--- config.mk ---
export PLATFORM = sky130hd
export DESIGN_NAME = supply_supervisor_sequencer
export DESIGN_NICKNAME = d
export VERILOG_FILES = /design/src/hdl/sss_pkg.sv /design/src/hdl/sss_pass.sv /design/src/hdl/supply_supervisor_sequencer.sv
export SDC_FILE = /design/constraint.sdc
export NUM_CORES = 1
export LEC_CHECK = 0
export ABC_AREA = 1
export BUFFER_PORTS_ARGS = -buffer_cell sky130_fd_sc_hd__buf_2
export CAP_MARGIN = 20
export CORE_UTILIZATION = 55
export CTS_BUF_LIST = sky130_fd_sc_hd__clkbuf_4
export CTS_CLUSTER_SIZE = 40
export DETAILED_ROUTE_END_ITERATION = 16
export MAX_ROUTING_LAYER = met4
export PLACE_DENSITY = 0.79
export SYNTH_ARGS = -nofsm -noshare
export SYNTH_HDL_FRONTEND = slang
export SYNTH_HIERARCHICAL = 1
export SYNTH_SLANG_ARGS = --single-unit
--- constraint.sdc ---
create_clock -name clk -period 10.2 [get_ports clk]
set_input_delay 2.04 -clock clk [delete_from_list [all_inputs] [get_ports clk]]
set_output_delay 2.04 -clock clk [all_outputs]
set_load 0.05 [all_outputs]
--- src/hdl/sss_pkg.sv ---
`default_nettype none
// ----------------------------------------------------------------------------
// sss_pkg
// Shared codes, reset values and record types of the supply supervisor
// sequencer.
// ----------------------------------------------------------------------------
package sss_pkg;

    // Mode codes, as reported on mode_code
    localparam logic [2:0] MODE_WAIT    = 3'd0;
    localparam logic [2:0] MODE_TEST    = 3'd1;
    localparam logic [2:0] MODE_OPERATE = 3'd2;
    localparam logic [2:0] MODE_FAULT   = 3'd3;
    localparam logic [2:0] MODE_PERMA   = 3'd4;

    // Register reset values
    localparam logic [15:0] DEFAULT_POWER_UP_TICKS = 16'd1000;
    localparam logic [7:0]  DEFAULT_MAX_RESTARTS   = 8'd5;

    // Register indexes, taken from paddr[2]
    localparam logic REG_POWER_UP_TICKS = 1'b0;
    localparam logic REG_MAX_RESTARTS   = 1'b1;

    // Fault latch bit positions
    localparam int unsigned LATCH_OVP  = 0;
    localparam int unsigned LATCH_TEMP = 1;
    localparam int unsigned LATCH_COOL = 2;
    localparam int unsigned LATCH_LINK = 3;
    localparam int unsigned LATCH_HWIN = 4;
    localparam int unsigned LATCH_MWIN = 8;

    typedef struct packed {
        logic       tick;
        logic       configured;
        logic       heater_overvolt_pin;
        logic       temp_switch_pin;
        logic       coolant_fault;
        logic       reset_enable;
        logic       link_loss;
        logic [3:0] heater_window_flags;
        logic [3:0] magnet_window_flags;
        logic       relay_open_pin;
    } item_t;

    typedef struct packed {
        logic [15:0] power_up_ticks;
        logic [7:0]  max_restarts;
    } cfg_t;

    typedef struct packed {
        logic [2:0]  mode;
        logic [7:0]  restart_count;
        logic [15:0] test_timer;
        logic [11:0] fault_latch;
        logic        fault_now;
        logic        drive_enable;
        logic        ready_n;
        logic        perma_flag;
        logic        led_red;
        logic        relay_flag;
    } state_t;

endpackage
`default_nettype wire

--- src/hdl/sss_pass.sv ---
`default_nettype none
// ----------------------------------------------------------------------------
// sss_pass
// One control-loop pass: fault sampling, tick evaluation, mode check and
// entry actions, all combinational.
// ----------------------------------------------------------------------------
module sss_pass (
    input  wire sss_pkg::item_t  item,
    input  wire sss_pkg::cfg_t   cfg,
    input  wire sss_pkg::state_t cur,
    output sss_pkg::state_t      nxt
);

    always_comb
    begin
        sss_pkg::state_t st;
        logic [2:0]      next_mode;
        logic            win_active;

        st = cur;

        // Repair an impossible mode code into permanent fault
        if (st.mode > sss_pkg::MODE_PERMA)
        begin
            st.mode         = sss_pkg::MODE_PERMA;
            st.drive_enable = 1'b0;
            st.ready_n      = 1'b1;
            st.perma_flag   = 1'b1;
        end

        win_active = (st.mode == sss_pkg::MODE_TEST) || (st.mode == sss_pkg::MODE_OPERATE);

        // Pins latch on every pass
        if (item.heater_overvolt_pin)
        begin
            st.fault_latch[sss_pkg::LATCH_OVP] = 1'b1;
            st.fault_now = 1'b1;
        end
        if (item.temp_switch_pin)
        begin
            st.fault_latch[sss_pkg::LATCH_TEMP] = 1'b1;
            st.fault_now = 1'b1;
        end

        // Tick evaluation: timer, LED, relay, latches and live fault flag
        if (item.tick)
        begin
            if (st.mode == sss_pkg::MODE_TEST && st.test_timer != 16'hFFFF)
                st.test_timer = st.test_timer + 16'd1;
            st.led_red    = st.ready_n;
            st.relay_flag = item.relay_open_pin;
            st.fault_now  = item.heater_overvolt_pin | item.temp_switch_pin;
            if (item.coolant_fault)
            begin
                st.fault_latch[sss_pkg::LATCH_COOL] = 1'b1;
                st.fault_now = 1'b1;
            end
            else if (item.reset_enable)
                st.fault_latch[sss_pkg::LATCH_COOL] = 1'b0;
            if (item.link_loss)
            begin
                st.fault_latch[sss_pkg::LATCH_LINK] = 1'b1;
                st.fault_now = 1'b1;
            end
            if (win_active)
            begin
                st.fault_latch[sss_pkg::LATCH_HWIN +: 4] =
                    st.fault_latch[sss_pkg::LATCH_HWIN +: 4] | item.heater_window_flags;
                st.fault_latch[sss_pkg::LATCH_MWIN +: 4] =
                    st.fault_latch[sss_pkg::LATCH_MWIN +: 4] | item.magnet_window_flags;
                if (item.heater_window_flags != 4'd0 || item.magnet_window_flags != 4'd0)
                    st.fault_now = 1'b1;
            end
        end

        // Mode checks
        next_mode = st.mode;
        case (st.mode)
            sss_pkg::MODE_WAIT:
            begin
                if (item.configured)
                    next_mode = sss_pkg::MODE_TEST;
            end
            sss_pkg::MODE_TEST:
            begin
                if (st.test_timer >= cfg.power_up_ticks)
                begin
                    st.restart_count = 8'd0;
                    st.test_timer    = cfg.power_up_ticks;
                    if (st.fault_latch == 12'd0 || item.reset_enable)
                        next_mode = sss_pkg::MODE_OPERATE;
                end
                if (st.fault_now)
                    next_mode = (st.restart_count <= cfg.max_restarts) ?
                                sss_pkg::MODE_FAULT : sss_pkg::MODE_PERMA;
            end
            sss_pkg::MODE_OPERATE:
            begin
                if (st.fault_now)
                    next_mode = sss_pkg::MODE_FAULT;
            end
            sss_pkg::MODE_FAULT:
            begin
                if (!st.fault_now)
                    next_mode = sss_pkg::MODE_WAIT;
            end
            default:
            begin
                next_mode = st.mode;
            end
        endcase

        // Entry actions of a new mode
        if (next_mode != st.mode)
        begin
            st.mode = next_mode;
            case (next_mode)
                sss_pkg::MODE_WAIT:
                begin
                    st.ready_n      = 1'b1;
                    st.drive_enable = 1'b0;
                end
                sss_pkg::MODE_TEST:
                begin
                    if (st.restart_count != 8'hFF)
                        st.restart_count = st.restart_count + 8'd1;
                    st.ready_n      = 1'b1;
                    st.test_timer   = 16'd0;
                    st.drive_enable = 1'b1;
                end
                sss_pkg::MODE_OPERATE:
                begin
                    st.ready_n     = 1'b0;
                    st.fault_latch = 12'd0;
                end
                sss_pkg::MODE_FAULT:
                begin
                    st.drive_enable = 1'b0;
                    st.ready_n      = 1'b1;
                end
                default:
                begin
                    st.mode         = sss_pkg::MODE_PERMA;
                    st.drive_enable = 1'b0;
                    st.ready_n      = 1'b1;
                    st.perma_flag   = 1'b1;
                end
            endcase
        end

        nxt = st;
    end

endmodule
`default_nettype wire

--- src/hdl/supply_supervisor_sequencer.sv ---
`default_nettype none
// ----------------------------------------------------------------------------
// supply_supervisor_sequencer
// Mode sequencer and fault supervisor for a heater and magnet supply.
// ----------------------------------------------------------------------------
//
//  Channel  Direction  Handshake             Payload
//  -------  ---------  --------------------  ---------------------------------
//  in       sink       in_valid / in_stall   one loop-pass event (10 fields)
//  out      source     out_valid / out_stall mode, enables, latches (8 fields)
//  cfg      APB slave  psel/penable/pwrite   power_up_ticks @0, max_restarts @4
//
//  One transaction is taken per clock while in_stall is low. The result
//  shows on the outputs after the input register and then the state/result
//  register; a stall on the result channel can hold it in between.
//  The pass logic between those two registers is a single combinational
//  unit; consecutive transactions flow without bubbles.
//  rst_n clears the mode state, the counters, the latches and both valid flags
//  asynchronously; the configuration registers return to their default values.
//  A stalled result holds; one more transaction waits in the input register,
//  and in_stall rises only when both stages are full.
//
module supply_supervisor_sequencer (
    input  wire         clk,
    input  wire         rst_n,

    // input channel
    input  wire         in_valid,
    output logic        in_stall,
    input  wire         tick,
    input  wire         configured,
    input  wire         heater_overvolt_pin,
    input  wire         temp_switch_pin,
    input  wire         coolant_fault,
    input  wire         reset_enable,
    input  wire         link_loss,
    input  wire  [3:0]  heater_window_flags,
    input  wire  [3:0]  magnet_window_flags,
    input  wire         relay_open_pin,

    // result channel
    output logic        out_valid,
    input  wire         out_stall,
    output logic [2:0]  mode_code,
    output logic        outputs_on,
    output logic        not_ready,
    output logic        perma_fault,
    output logic [11:0] latched_faults,
    output logic        live_fault,
    output logic        red_led,
    output logic        relay_status,

    // configuration port
    input  wire         psel,
    input  wire         penable,
    input  wire         pwrite,
    input  wire  [2:0]  paddr,
    input  wire  [31:0] pwdata,
    output logic [31:0] prdata,
    output logic        pready
);

    sss_pkg::item_t  item_reg;
    logic            item_valid_reg;
    logic            item_valid_next;
    logic            out_valid_reg;
    logic            out_valid_next;
    sss_pkg::cfg_t   cfg_reg;
    sss_pkg::state_t state_reg;
    sss_pkg::state_t state_next;

    logic            in_take;
    logic            advance;
    logic            cfg_write;

    // ------------------------------------------------------------------------
    // Handshake: advance the held transaction when the result slot frees up
    // ------------------------------------------------------------------------
    assign advance  = item_valid_reg && (!out_valid_reg || !out_stall);
    assign in_stall = item_valid_reg && !advance;
    assign in_take  = in_valid && !in_stall;

    assign item_valid_next = in_take | (item_valid_reg & ~advance);
    assign out_valid_next  = advance | (out_valid_reg & out_stall);

    always_ff @(posedge clk or negedge rst_n)
    begin
        if (!rst_n)
        begin
            item_valid_reg <= 1'b0;
            out_valid_reg  <= 1'b0;
        end
        else
        begin
            item_valid_reg <= item_valid_next;
            out_valid_reg  <= out_valid_next;
        end
    end

    // Input register: payload only, no reset needed
    always_ff @(posedge clk)
    begin
        if (in_take)
        begin
            item_reg.tick                <= tick;
            item_reg.configured          <= configured;
            item_reg.heater_overvolt_pin <= heater_overvolt_pin;
            item_reg.temp_switch_pin     <= temp_switch_pin;
            item_reg.coolant_fault       <= coolant_fault;
            item_reg.reset_enable        <= reset_enable;
            item_reg.link_loss           <= link_loss;
            item_reg.heater_window_flags <= heater_window_flags;
            item_reg.magnet_window_flags <= magnet_window_flags;
            item_reg.relay_open_pin      <= relay_open_pin;
        end
    end

    // ------------------------------------------------------------------------
    // Configuration registers; the low address bits are ignored
    // ------------------------------------------------------------------------
    assign pready    = 1'b1;
    assign cfg_write = psel && penable && pwrite && pready;

    always_ff @(posedge clk or negedge rst_n)
    begin
        if (!rst_n)
        begin
            cfg_reg.power_up_ticks <= sss_pkg::DEFAULT_POWER_UP_TICKS;
            cfg_reg.max_restarts   <= sss_pkg::DEFAULT_MAX_RESTARTS;
        end
        else if (cfg_write)
        begin
            if (paddr[2] == sss_pkg::REG_POWER_UP_TICKS)
                cfg_reg.power_up_ticks <= pwdata[15:0];
            else
                cfg_reg.max_restarts <= pwdata[7:0];
        end
    end

    always_comb
    begin
        if (paddr[2] == sss_pkg::REG_MAX_RESTARTS)
            prdata = {24'd0, cfg_reg.max_restarts};
        else
            prdata = {16'd0, cfg_reg.power_up_ticks};
    end

    // ------------------------------------------------------------------------
    // Loop pass and state/result register. The state only moves when a
    // transaction advances, so it doubles as the held result.
    // ------------------------------------------------------------------------
    sss_pass u_pass (
        .item (item_reg),
        .cfg  (cfg_reg),
        .cur  (state_reg),
        .nxt  (state_next)
    );

    always_ff @(posedge clk or negedge rst_n)
    begin
        if (!rst_n)
        begin
            state_reg.mode          <= sss_pkg::MODE_WAIT;
            state_reg.restart_count <= 8'd0;
            state_reg.test_timer    <= 16'd0;
            state_reg.fault_latch   <= 12'd0;
            state_reg.fault_now     <= 1'b0;
            state_reg.drive_enable  <= 1'b0;
            state_reg.ready_n       <= 1'b1;
            state_reg.perma_flag    <= 1'b0;
            state_reg.led_red       <= 1'b0;
            state_reg.relay_flag    <= 1'b0;
        end
        else if (advance)
        begin
            state_reg <= state_next;
        end
    end

    assign out_valid      = out_valid_reg;
    assign mode_code      = state_reg.mode;
    assign outputs_on     = state_reg.drive_enable;
    assign not_ready      = state_reg.ready_n;
    assign perma_fault    = state_reg.perma_flag;
    assign latched_faults = state_reg.fault_latch;
    assign live_fault     = state_reg.fault_now;
    assign red_led        = state_reg.led_red;
    assign relay_status   = state_reg.relay_flag;

`ifndef SYNTH
    // Not-ready tracks operate mode exactly
    assert property (@(posedge clk) disable iff (!rst_n)
        state_reg.ready_n == (state_reg.mode != sss_pkg::MODE_OPERATE))
    else $error("not_ready out of step with mode");

    // Permanent fault flag only in permanent fault mode
    assert property (@(posedge clk) disable iff (!rst_n)
        state_reg.perma_flag |-> (state_reg.mode == sss_pkg::MODE_PERMA))
    else $error("perma flag set outside permanent fault");

    // Drives are enabled only during power-up test or operate
    assert property (@(posedge clk) disable iff (!rst_n)
        state_reg.drive_enable |-> (state_reg.mode == sss_pkg::MODE_TEST ||
                                    state_reg.mode == sss_pkg::MODE_OPERATE))
    else $error("drives enabled in a safe mode");

    // A held transaction with a free result slot must show up as a result
    assert property (@(posedge clk) disable iff (!rst_n)
        (item_valid_reg && !out_valid_reg) |=> out_valid_reg)
    else $error("held transaction did not advance");
`endif

endmodule
`default_nettype wire
* Word level (Yosys, flattened, before mapping)
Cells that the tools add are included.
Operators by class: $add $sub $neg 2, $lt $le $gt $ge 3, equality and inequality tests 9, mux-type cells 37, bitwise operators 9, reductions and logical operators 23
Operators by type and width (count):
- 2-to-1 mux 24 bit | 4
- 2-to-1 mux 39 bit | 1
- 2-to-1 mux 3 bit | 11
- 2-to-1 mux 16 bit | 2
- 2-to-1 mux 26 bit | 1
- adder 16 x 1 -> 16 bit (second input constant) | 1
- greater-or-equal comparator 16 bit | 1
- 2-to-1 mux 8 bit | 2
- != test 16 bit (second input constant) | 1
- equality test 3 x 2 -> 1 bit (second input constant) | 4
- zero test 12 bit | 1
- 2-to-1 mux 1 bit | 12
- 2-to-1 mux 12 bit | 1
- case mux 3 bit (4 select lines) | 1
- adder 8 x 1 -> 8 bit (second input constant) | 1
- less-or-equal comparator 8 bit | 1
- != test 8 bit (second input constant) | 1
- OR 4 bit | 2
- nonzero test 4 bit | 2
- equality test 3 x 1 -> 1 bit (second input constant) | 2
- logical AND 1 bit | 6
- zero test 3 bit | 2
- AND reduction 2 bit | 3
- zero test 1 bit | 4
- 9 further kinds | 16
Storage, ports and cells: bits in registers 87, bits of input ports 58, output and inout port bits 56, word-level logic and storage cells 107

* Longest topological paths before layout
Gate-level depths: netlist of run 1.
depth in word-level cells 17, mapped depth 36

* Hierarchy
Netlist of run 1, hierarchy kept.
Modules (own cells, without submodules):
- supply_supervisor_sequencer | times used 1, cells each 404, area each 3777.4 um^2, seq. area each 2268.4 um^2
- sss_pass | times used 1, cells each 446, area each 2357.3 um^2, seq. area each 0.0 um^2

* Worst setup path before layout of run 1
No wires, ideal clock.
path kind in2out, start in paddr[2], end out prdata[10], arrival time 2.984 ns, data required time 8.160 ns, path slack 5.176 ns, stages 3, cells stage by stage buf_6 -> buf_2 -> nor2_1
On the way: word-level cells in the longest chain between the ends 1
Ends and longest elaborated chain:
- start: declaration | RTL line supply_supervisor_sequencer.sv:57 | input wire [2:0] paddr,
- 2-to-1 mux 16 bit | RTL line supply_supervisor_sequencer.sv:142 | if (paddr[2] == sss_pkg::REG_MAX_RESTARTS)
- end: declaration | RTL line supply_supervisor_sequencer.sv:59 | output logic [31:0] prdata,
Every way passes these cells.

==> flow_metrics.py, run 1 <==
metrics = {
    "outcome": {
        "status": "finished, final reports clean",
    },
    "power_and_ir_drop": {
        "p_per_area_mw_per_mm2": 262.6,
        "leakage_nw": 3.680,
        "ir_worst_vdd_v": 0.0001314,
    },
    "sta": {
        "finalSetupViolCount": 0,
        "finalSetupTns_ns": 0,
        "min_period_ns": 5.679,
        "hold_viol_final": 0,
        "slew_viol_final": 0,
        "clock_skew_ns": 0.01952,
        "fmax_mhz": 176.1,
        "tightest_slew_ns": 0.9014,
        "layout_setup_ws_ns": 4.521,
        "slew_headroom": 0.3991,
        "rsz0062_at_grt": "false",
        "period_share": 0.5568,
    },
    "worst_setup_path": {
        "crit_type": "register to register",
        "required_ns": 10.59,
        "endpoint_kind": "register",
        "crit_start": "item_reg[15]",
        "r2r_start": "item_reg[15]",
        "crit_fanout": 24,
        "cp.arrival_ns": 6.07,
        "critical_path.startpoint_type": "register",
    },
    "clock_network": {
        "cts_sinks": 87,
        "h-tree-depth": 3,
        "cts-root-buf": "clkbuf_4",
        "clk_path_buf_depth": 2,
        "hold_buffers": 0,
        "clkLatencyLatePin_ns": 0.44,
        "postCtsSetupBuffers": 0,
        "numCtsBuffers": 9,
        "cts_resized": 0,
        "path_clk_slew_ns": 0.16,
        "cts_tree": "built",
    },
    "floorplanning": {
        "die_x_um": 107.6,
        "io-pin-count": 114,
        "initial_core_util": 0.5659,
        "row_count": 38,
        "fp.dieArea_mm2": 0.01158,
        "dieHeight_um": 107.6,
        "design.core.area_mm2": 0.01084,
    },
    "hold_path": {
        "hp-class": "register to register",
        "hp-start": "cfg_reg[17]",
    },
    "detailed_routing": {
        "num_vias": 5377,
        "via_per_inst": 5.170,
        "wl_per_cell_um": 12.78,
        "firstDrtPassIters": 5,
        "first_iter_violations": 323,
        "drtAntennaViolNets": 0,
        "route.detailed.drc": 0,
        "wirelength_um": 13290,
    },
    "yosys": {
        "yosysSeqAreaShare": 0.3698,
        "yosysTopAreaCellShare": 0.2529,
        "syn_inst": 850,
        "syn_avg_cell_area_um2": 7.217,
        "synth_area_leaders": "dfrtp_1, nand2_1, edfxtp_1, nand3_1, inv_1",
        "yosys.area.top_type": "dfrtp_1",
        "yosysWarnings": 6,
        "netlist_area_mm2": 0.006135,
        "ys_ff_latch": 87,
        "synth_cell_types": 42,
    },
    "cells_and_area": {
        "final_nets": 979,
        "final_cell_mix": "nand2_1, inv_1, nand3_1, buf_2, nor2_1",
        "fillers": 1026,
        "final_common_cell": "nand2_1",
        "areaGrowthSynthToFinish_pct": 6.160,
        "stdcell_count": 1040,
        "antennaDiodeCount": 0,
        "post_route_cells_drive_above_1_share": 0.1722,
    },
    "global_route": {
        "grtUsageTotal": 0.2474,
        "grt_pass1_vias": 4882,
        "antenna_found_initial": 0,
        "grt_pass1_wl_um": 22100,
        "grt_max_degree": 72,
        "gr-total-overflow": 0,
    },
    "place": {
        "place_inst": 1024,
        "portBuffers": 78,
        "dp_slack_ns": 4.672,
        "routabilityCongestion": 0.8515,
        "dp_hpwl_um": 9369,
    },
    "run": {
        "max-cap-violations": 0,
    },
}
==> power by group <==
part | total [mW] | internal (mW) | leakage (nW) | switching, mW
Clock | 0.235 | 0.103 | 0.0917 | 0.132
Sequential | 0.551 | 0.453 | 1.04 | 0.0978
Combinational | 0.924 | 0.285 | 2.55 | 0.639
==> worst paths after layout <==
kind | end | slack [ns] | cells past startpoint
min in group asynchronous | cfg_reg[4] | 1.78 | 2
max in group asynchronous | state_reg[31] | 7.82 | 2
setup / recovery | state_reg[41] | 4.52 | 26
setup reg to reg | state_reg[41] | 4.52 | 26
hold reg to reg | cfg_reg[17] | 0.48 | 2
hold / removal | cfg_reg[17] | 0.48 | 2
==> synthesized netlist by cell type <==
cell type	number
nor3b_1	1
dfrtp_1	62
o21ai_1	3
xor2_1	14
nor3_1	4
inv_2	6
o21ai_0	17
buf_4	36
o21a_1	1
ha_1	26
buf_2	17
nand3_1	89
a31oi_4	1
buf_6	6
a211oi_1	9
nand3_2	5
conb_1	2
nor4_1	2
clkinv_1	1
clkbuf_1	3
o21ai_2	1
dfstp_2	9
xnor2_1	2
a21oi_1	22
nor2_1	64
inv_1	111
or2_2	5
nand4_1	9
nor2_4	2
nor4_4	1
a21oi_2	1
inv_4	1
a21o_1	1
nand4_4	2
nor3_2	3
nand2_4	5
a21oi_4	1
o211ai_1	1
edfxtp_1	16
nand2_2	12
nand2_1	273
nor2_2	3
==> area by class of cell <==
| cell class | count | area [um^2] | share of cell area |
|---|---|---|---|
| tap | 140 | 175.2 | 0.02690 |
| inverter | 119 | 449.2 | 0.06897 |
| timing repair buffer | 81 | 412.9 | 0.06340 |
| clock buffer | 9 | 67.56 | 0.01037 |
| multi-input combinational | 597 | 3039 | 0.4667 |
| clock inverter | 7 | 100.1 | 0.01537 |
| sequential | 87 | 2268 | 0.3483 |
==> through the flow <==
step	total power, mW	hold slack [ns]	instance area (um^2)	util
final	1.710	0.4835	6513	0.6008
after global routing	1.858	0.5107	6513	0.6008
after CTS	1.710	0.4858	6513	0.6008
after detailed placement	1.474	0.4645	6345	0.5853
after global placement	1.448	0.4616	6345	0.5853
after floorplan	1.320	0.4502	6191	-
==> layer usage <==
metal | vias to the layer above | GRT usage | wire, um
met5 | - | - | 0
met1 | 2522 | 0.3179 | 6026
met2 | 119 | 0.3993 | 6518
met4 | 0 | 0.08023 | 234
li1 | 2714 | - | -
met3 | 22 | 0.04056 | 509
==> logic make-up after synthesis <==
family,share of synthesized area
AO/OA/AOI/OAI,0.05793
other,0.001224
buffers and inverters,0.1440
flip-flops,0.3698
adder cells (fa/ha/maj),0.05303
XOR/XNOR,0.02284
AND/OR/NAND/NOR,0.3512
==> worst max-delay path, cell delays in order, from the launching register on <==
cell and delay, ns:
edfxtp_1 0.76, inv_2 0.19, nor2_1 0.24, nand2_2 0.14, nor2_1 0.25, nand2_1 0.12, nor2_1 0.16, xor2_1 0.24
ha_1 0.28, nand2_1 0.08, inv_1 0.04, nand3_1 0.08, inv_1 0.06, a21oi_2 0.21, nand3_2 0.25, nand2_2 0.43
clkinv_1 0.53, nor2_1 0.31, ha_1 0.21, inv_1 0.06, nor3_2 0.22, nand2_1 0.18, nand2_2 0.12, inv_1 0.08
a21oi_1 0.16, nand3_1 0.09, nand2_1 0.10
No activity file was read; power rests on OpenSTA's default activity.
==> inputs of run 2 (changes only) <==
CORE_UTILIZATION = 53   (was 55)
PLACE_DENSITY = 0.8   (was 0.79)
clock period = 5 ns   (was 10.2 ns; I/O delays follow)
==> flow_metrics.py, run 2 (same netlist as run 1, synthesis figures left out) <==
metrics = {
    "outcome": {
        "status": "finished, final reports clean",
    },
    "clock_network": {
        "h-tree-depth": 3,
        "clkLatencyLatePin_ns": 0.45,
        "cts_tree": "built",
        "cts-root-buf": "clkbuf_4",
        "cts_sinks": 87,
        "clk_path_buf_depth": 2,
        "numCtsBuffers": 9,
        "path_clk_slew_ns": 0.15,
    },
    "power_and_ir_drop": {
        "leakage_nw": 3.792,
        "ir_worst_vdd_v": 0.0003353,
        "switching_share": 0.5149,
        "p_per_area_mw_per_mm2": 542.4,
        "p_seq_frac": 0.306,
        "power.internal_mw": 1.779,
        "p_sw_mw": 1.888,
        "power_frac_comb": 0.577,
        "power_frac_clock": 0.116,
    },
    "cells_and_area": {
        "areaGrowthSynthToFinish_pct": 10.20,
        "final_nets": 998,
        "antennaDiodeCount": 0,
        "fillers": 1031,
        "final_cell_mix": "nand2_1, inv_1, nand3_1, buf_2",
        "post_route_cells_drive_above_1_share": 0.2046,
        "fin_area_mm2": 0.006760,
        "final_common_cell": "nand2_1",
    },
    "global_route": {
        "grt_pass1_wl_um": 23270,
        "grt_max_degree": 49,
        "grt_pass1_vias": 5148,
        "antenna_found_initial": 0,
        "grtUsageTotal": 0.2539,
        "gr-total-overflow": 0,
    },
    "detailed_routing": {
        "wl_per_cell_um": 13.47,
        "wirelength_um": 14270,
        "first_iter_violations": 345,
        "route.detailed.drc": 0,
        "via_per_inst": 5.235,
        "num_vias": 5544,
        "drtAntennaViolNets": 0,
        "firstDrtPassIters": 5,
    },
    "worst_setup_path": {
        "endpoint_kind": "register",
        "critPathMostFrequentCell": "nand2_1",
        "crit_fanout": 6,
        "required_ns": 5.39,
        "cp.arrival_ns": 5.20,
        "crit_type": "register to register",
        "cpPeakStageDelay_ns": 0.42,
        "critical_path.startpoint_type": "register",
        "slowest_stage": "dfrtp_1",
    },
    "floorplanning": {
        "design.core.area_mm2": 0.01108,
        "dieHeight_um": 109.6,
        "die_x_um": 109.6,
        "row_count": 38,
        "io-pin-count": 114,
        "fp.dieArea_mm2": 0.01201,
        "initial_core_util": 0.5538,
    },
    "run": {
        "max-cap-violations": 0,
    },
    "sta": {
        "fmax_mhz": 207.7,
        "clock_skew_ns": 0.01698,
        "tightest_slew_ns": 0.9134,
        "finalSetupViolCount": 0,
        "min_period_ns": 4.815,
        "slew_headroom": 0.3889,
        "finalSetupTns_ns": 0,
        "period_share": 0.9630,
        "hold_viol_final": 0,
        "slew_viol_final": 0,
    },
    "place": {
        "dp_hpwl_um": 9539,
        "routabilityCongestion": 0.8995,
        "portBuffers": 78,
        "dpl_cell_area_mm2": 0.006367,
    },
    "hold_path": {
        "hp-class": "input port to asynchronous set/reset pin",
    },
}
run 2: per-layer routing:
metal / share of wire / GRT usage / up-vias
met1: 0.44 / 0.3101 / 2596
li1: - / - / 2754
met5: 0 / - / -
met4: 0.014 / 0.09333 / 0
met3: 0.052 / 0.02845 / 19
met2: 0.50 / 0.4340 / 175
run 2: final cells by class:
type	count	area (um^2)	area share
Inverter	119	449.2	0.06644
Tap cell	140	175.2	0.02591
Multi-Input combinational cell	599	3169	0.4688
Clock inverter	6	68.82	0.01018
Timing Repair Buffer	98	553.0	0.08181
Clock buffer	10	75.07	0.01110
Sequential cell	87	2270	0.3357
run 2: path summary, 6_finish.rpt:
kind,start,end,slack (ns),cells after the start
setup / recovery,state_reg[24],not_ready,0.19,36
hold / removal,rst_n,latched_faults[9],0.41,1
setup reg to reg,state_reg[24],not_ready,0.19,36
hold reg to reg,cfg_reg[17],cfg_reg[17],0.48,2
max in group asynchronous,rst_n,not_ready,3.62,3
min in group clk,cfg_reg[17],cfg_reg[17],0.48,2
run 2: timing repair:
item	CTS	global route
setup buffers	0	13
hold buffers	0	0
resized for setup	0	24
endpoints found under the setup margin	0	21
run 2: power groups by stage:
stage | Sequential [mW] | Clock (mW) | Combinational, mW
after global routing | 1.15 | 0.464 | 2.37
final | 1.12 | 0.427 | 2.12
after global placement | 1.13 | 0 | 1.83
after CTS | 1.12 | 0.435 | 1.89
after detailed placement | 1.14 | 0 | 1.88
after floorplan | 1.14 | 0 | 1.55
run 2: stage by stage:
| step | hold slack, ns | power, mW | worst slack [ns] | cells | utilization |
|---|---|---|---|---|---|
| final | 0.4146 | 3.667 | 0.1852 | 1059 | 0.6102 |
| after global routing | 0.4110 | 3.985 | -0.08060 | 1059 | 0.6102 |
| after CTS | 0.4843 | 3.453 | 0.06380 | 1043 | 0.5878 |
| after detailed placement | 0.4641 | 3.014 | 0.1014 | 1027 | 0.5748 |
| after global placement | 0.4601 | 2.966 | 0.2130 | 1027 | 0.5748 |
| after floorplan | 0.4502 | 2.692 | 0.8832 | 865 | - |
run 2: critical path, delay by kind of cell, from the launching register on:
family	cells	cell delay [ns]
AOI/OAI and AO/OA	8	1.31
DFF	1	0.42
and+or+nand+nor	23	2.22
adders and majority gates	2	0.56
buffers and inverters	3	0.22
==> inputs of run 3 (changes only) <==
CORE_UTILIZATION = 55   (was 53)
PLACE_DENSITY = 0.79   (was 0.8)
clock period = 4.9 ns   (was 5 ns; I/O delays follow)
==> flow_metrics.py, run 3 (same netlist as run 1, synthesis figures left out) <==
metrics = {
    "place": {
        "dpl_cell_area_mm2": 0.006375,
        "dp_hpwl_um": 9488,
        "dp_slack_ns": 0.06543,
        "routabilityCongestion": 0.9056,
        "portBuffers": 78,
    },
    "cells_and_area": {
        "final_cell_mix": "nand2_1, inv_1, nand3_1, buf_2, dfrtp_1",
        "multiInputGateArea_mm2": 0.003244,
        "antennaDiodeCount": 0,
        "fin_area_mm2": 0.006842,
        "final_common_cell": "nand2_1",
        "fillers": 953,
        "areaGrowthSynthToFinish_pct": 11.52,
        "post_route_cells_drive_above_1_share": 0.2286,
        "utilization": 0.6311,
        "seqCellArea_mm2": 0.002272,
        "final_nets": 1002,
    },
    "clock_network": {
        "cts_sinks": 87,
        "cts-root-buf": "clkbuf_4",
        "clkLatencyLatePin_ns": 0.46,
        "numCtsBuffers": 9,
        "h-tree-depth": 3,
        "cts_tree": "built",
        "clk_path_buf_depth": 2,
        "path_clk_slew_ns": 0.15,
    },
    "global_route": {
        "grt_max_degree": 50,
        "grt_pass1_wl_um": 22330,
        "grt_pass1_vias": 4981,
        "antenna_found_initial": 0,
        "grtUsageTotal": 0.2499,
        "gr-total-overflow": 0,
    },
    "worst_setup_path": {
        "cp_num_buf_inv": 2,
        "crit_type": "register to register",
        "required_ns": 5.25,
        "critical_path.startpoint_type": "register",
        "cp.arrival_ns": 5.13,
        "crit_fanout": 8,
        "endpoint_kind": "register",
        "critPathMostFrequentCell": "nand2_1",
        "slowest_stage": "dfrtp_1",
        "path_depth": 36,
        "cpLargestDelayFamily": "simple AND/OR/NAND/NOR gates",
        "r2r_cells": 36,
        "cpPeakStageDelay_ns": 0.45,
    },
    "floorplanning": {
        "die_x_um": 107.6,
        "row_count": 38,
        "io-pin-count": 114,
        "fp.dieArea_mm2": 0.01158,
        "initial_core_util": 0.5659,
        "dieHeight_um": 107.6,
        "design.core.area_mm2": 0.01084,
    },
    "outcome": {
        "status": "finished, final reports clean",
    },
    "detailed_routing": {
        "wl_per_cell_um": 13.64,
        "wirelength_um": 14500,
        "via_per_inst": 5.284,
        "first_iter_violations": 398,
        "firstDrtPassIters": 5,
        "num_vias": 5617,
        "route.detailed.drc": 0,
        "drtAntennaViolNets": 0,
    },
    "hold_path": {
        "whs_path_depth": 2,
        "hp-class": "register to register",
    },
    "sta": {
        "layout_setup_ws_ns": 0.1206,
        "hold_viol_final": 0,
        "timing.hold.ws_ns": 0.4829,
        "slew_viol_final": 0,
        "min_period_ns": 4.779,
        "finalSetupViolCount": 0,
        "period_share": 0.9754,
        "clock_skew_ns": 0.02030,
        "slew_headroom": 0.3935,
        "fmax_mhz": 209.2,
        "tightest_slew_ns": 0.9065,
    },
    "run": {
        "max-cap-violations": 0,
    },
    "power_and_ir_drop": {
        "ir_worst_vdd_v": 0.0003084,
        "leakage_nw": 3.802,
        "power_frac_comb": 0.590,
        "switching_share": 0.5244,
        "power_frac_clock": 0.103,
        "p_sw_mw": 1.969,
        "power.internal_mw": 1.786,
        "p_seq_frac": 0.306,
        "p_per_area_mw_per_mm2": 548.8,
    },
}
[run 3: what timing repair did]
action,in CTS,in global routing
gates cloned,0,1
resized for setup,1,47
hold buffers,0,0
pin swaps,0,23
endpoints found under the setup margin,1,24
endpoints found under the hold margin,0,0
setup buffers,0,18
[run 3: final timing paths]
kind	startpoint	endpoint	slack, ns
min in group asynchronous	rst_n	cfg_reg[5]	0.57
max in group asynchronous	rst_n	state_reg[20]	3.31
setup reg to reg	state_reg[25]	outputs_on	0.12
setup / recovery	state_reg[25]	outputs_on	0.12
hold reg to reg	cfg_reg[16]	cfg_reg[16]	0.48
hold / removal	cfg_reg[16]	cfg_reg[16]	0.48
[run 3: final cells by class]
cell class | count | share of cell area
Tap cell | 140 | 0.02560
Inverter | 119 | 0.06565
Sequential cell | 87 | 0.3321
Clock buffer | 9 | 0.009876
Multi-Input combinational cell | 598 | 0.4742
Timing Repair Buffer | 103 | 0.08449
Clock inverter | 7 | 0.008047
[run 3: worst min-delay path, cell delays in order, from the launching register on]
cell,delay [ns]
dfstp_2,0.40
nand2_1,0.05
nand2_1,0.04
[run 3: routing by layer]
layer | part of all wire | GRT usage | wire, um
met5 | 0 | - | 0
met4 | 0.023 | 0.07045 | 327
met2 | 0.50 | 0.4107 | 7309
met3 | 0.055 | 0.03935 | 792
met1 | 0.42 | 0.3206 | 6067
[run 3: through the flow]
step                std cells  TNS (ns)  power (mW)
CTS                      1044         0       3.479
floorplan                 865         0       2.747
global route             1063    -1.457       4.049
finish                   1063         0       3.755
detailed placement       1028         0       3.090
global placement         1028         0       3.033
[run 3: power by group through the flow]
stage,sequential [mW],clock (mW),combinational (mW)
after floorplan,1.17,0,1.58
after global placement,1.16,0,1.88
after detailed placement,1.16,0,1.93
after CTS,1.15,0.394,1.94
after global routing,1.18,0.416,2.46
final,1.15,0.388,2.22
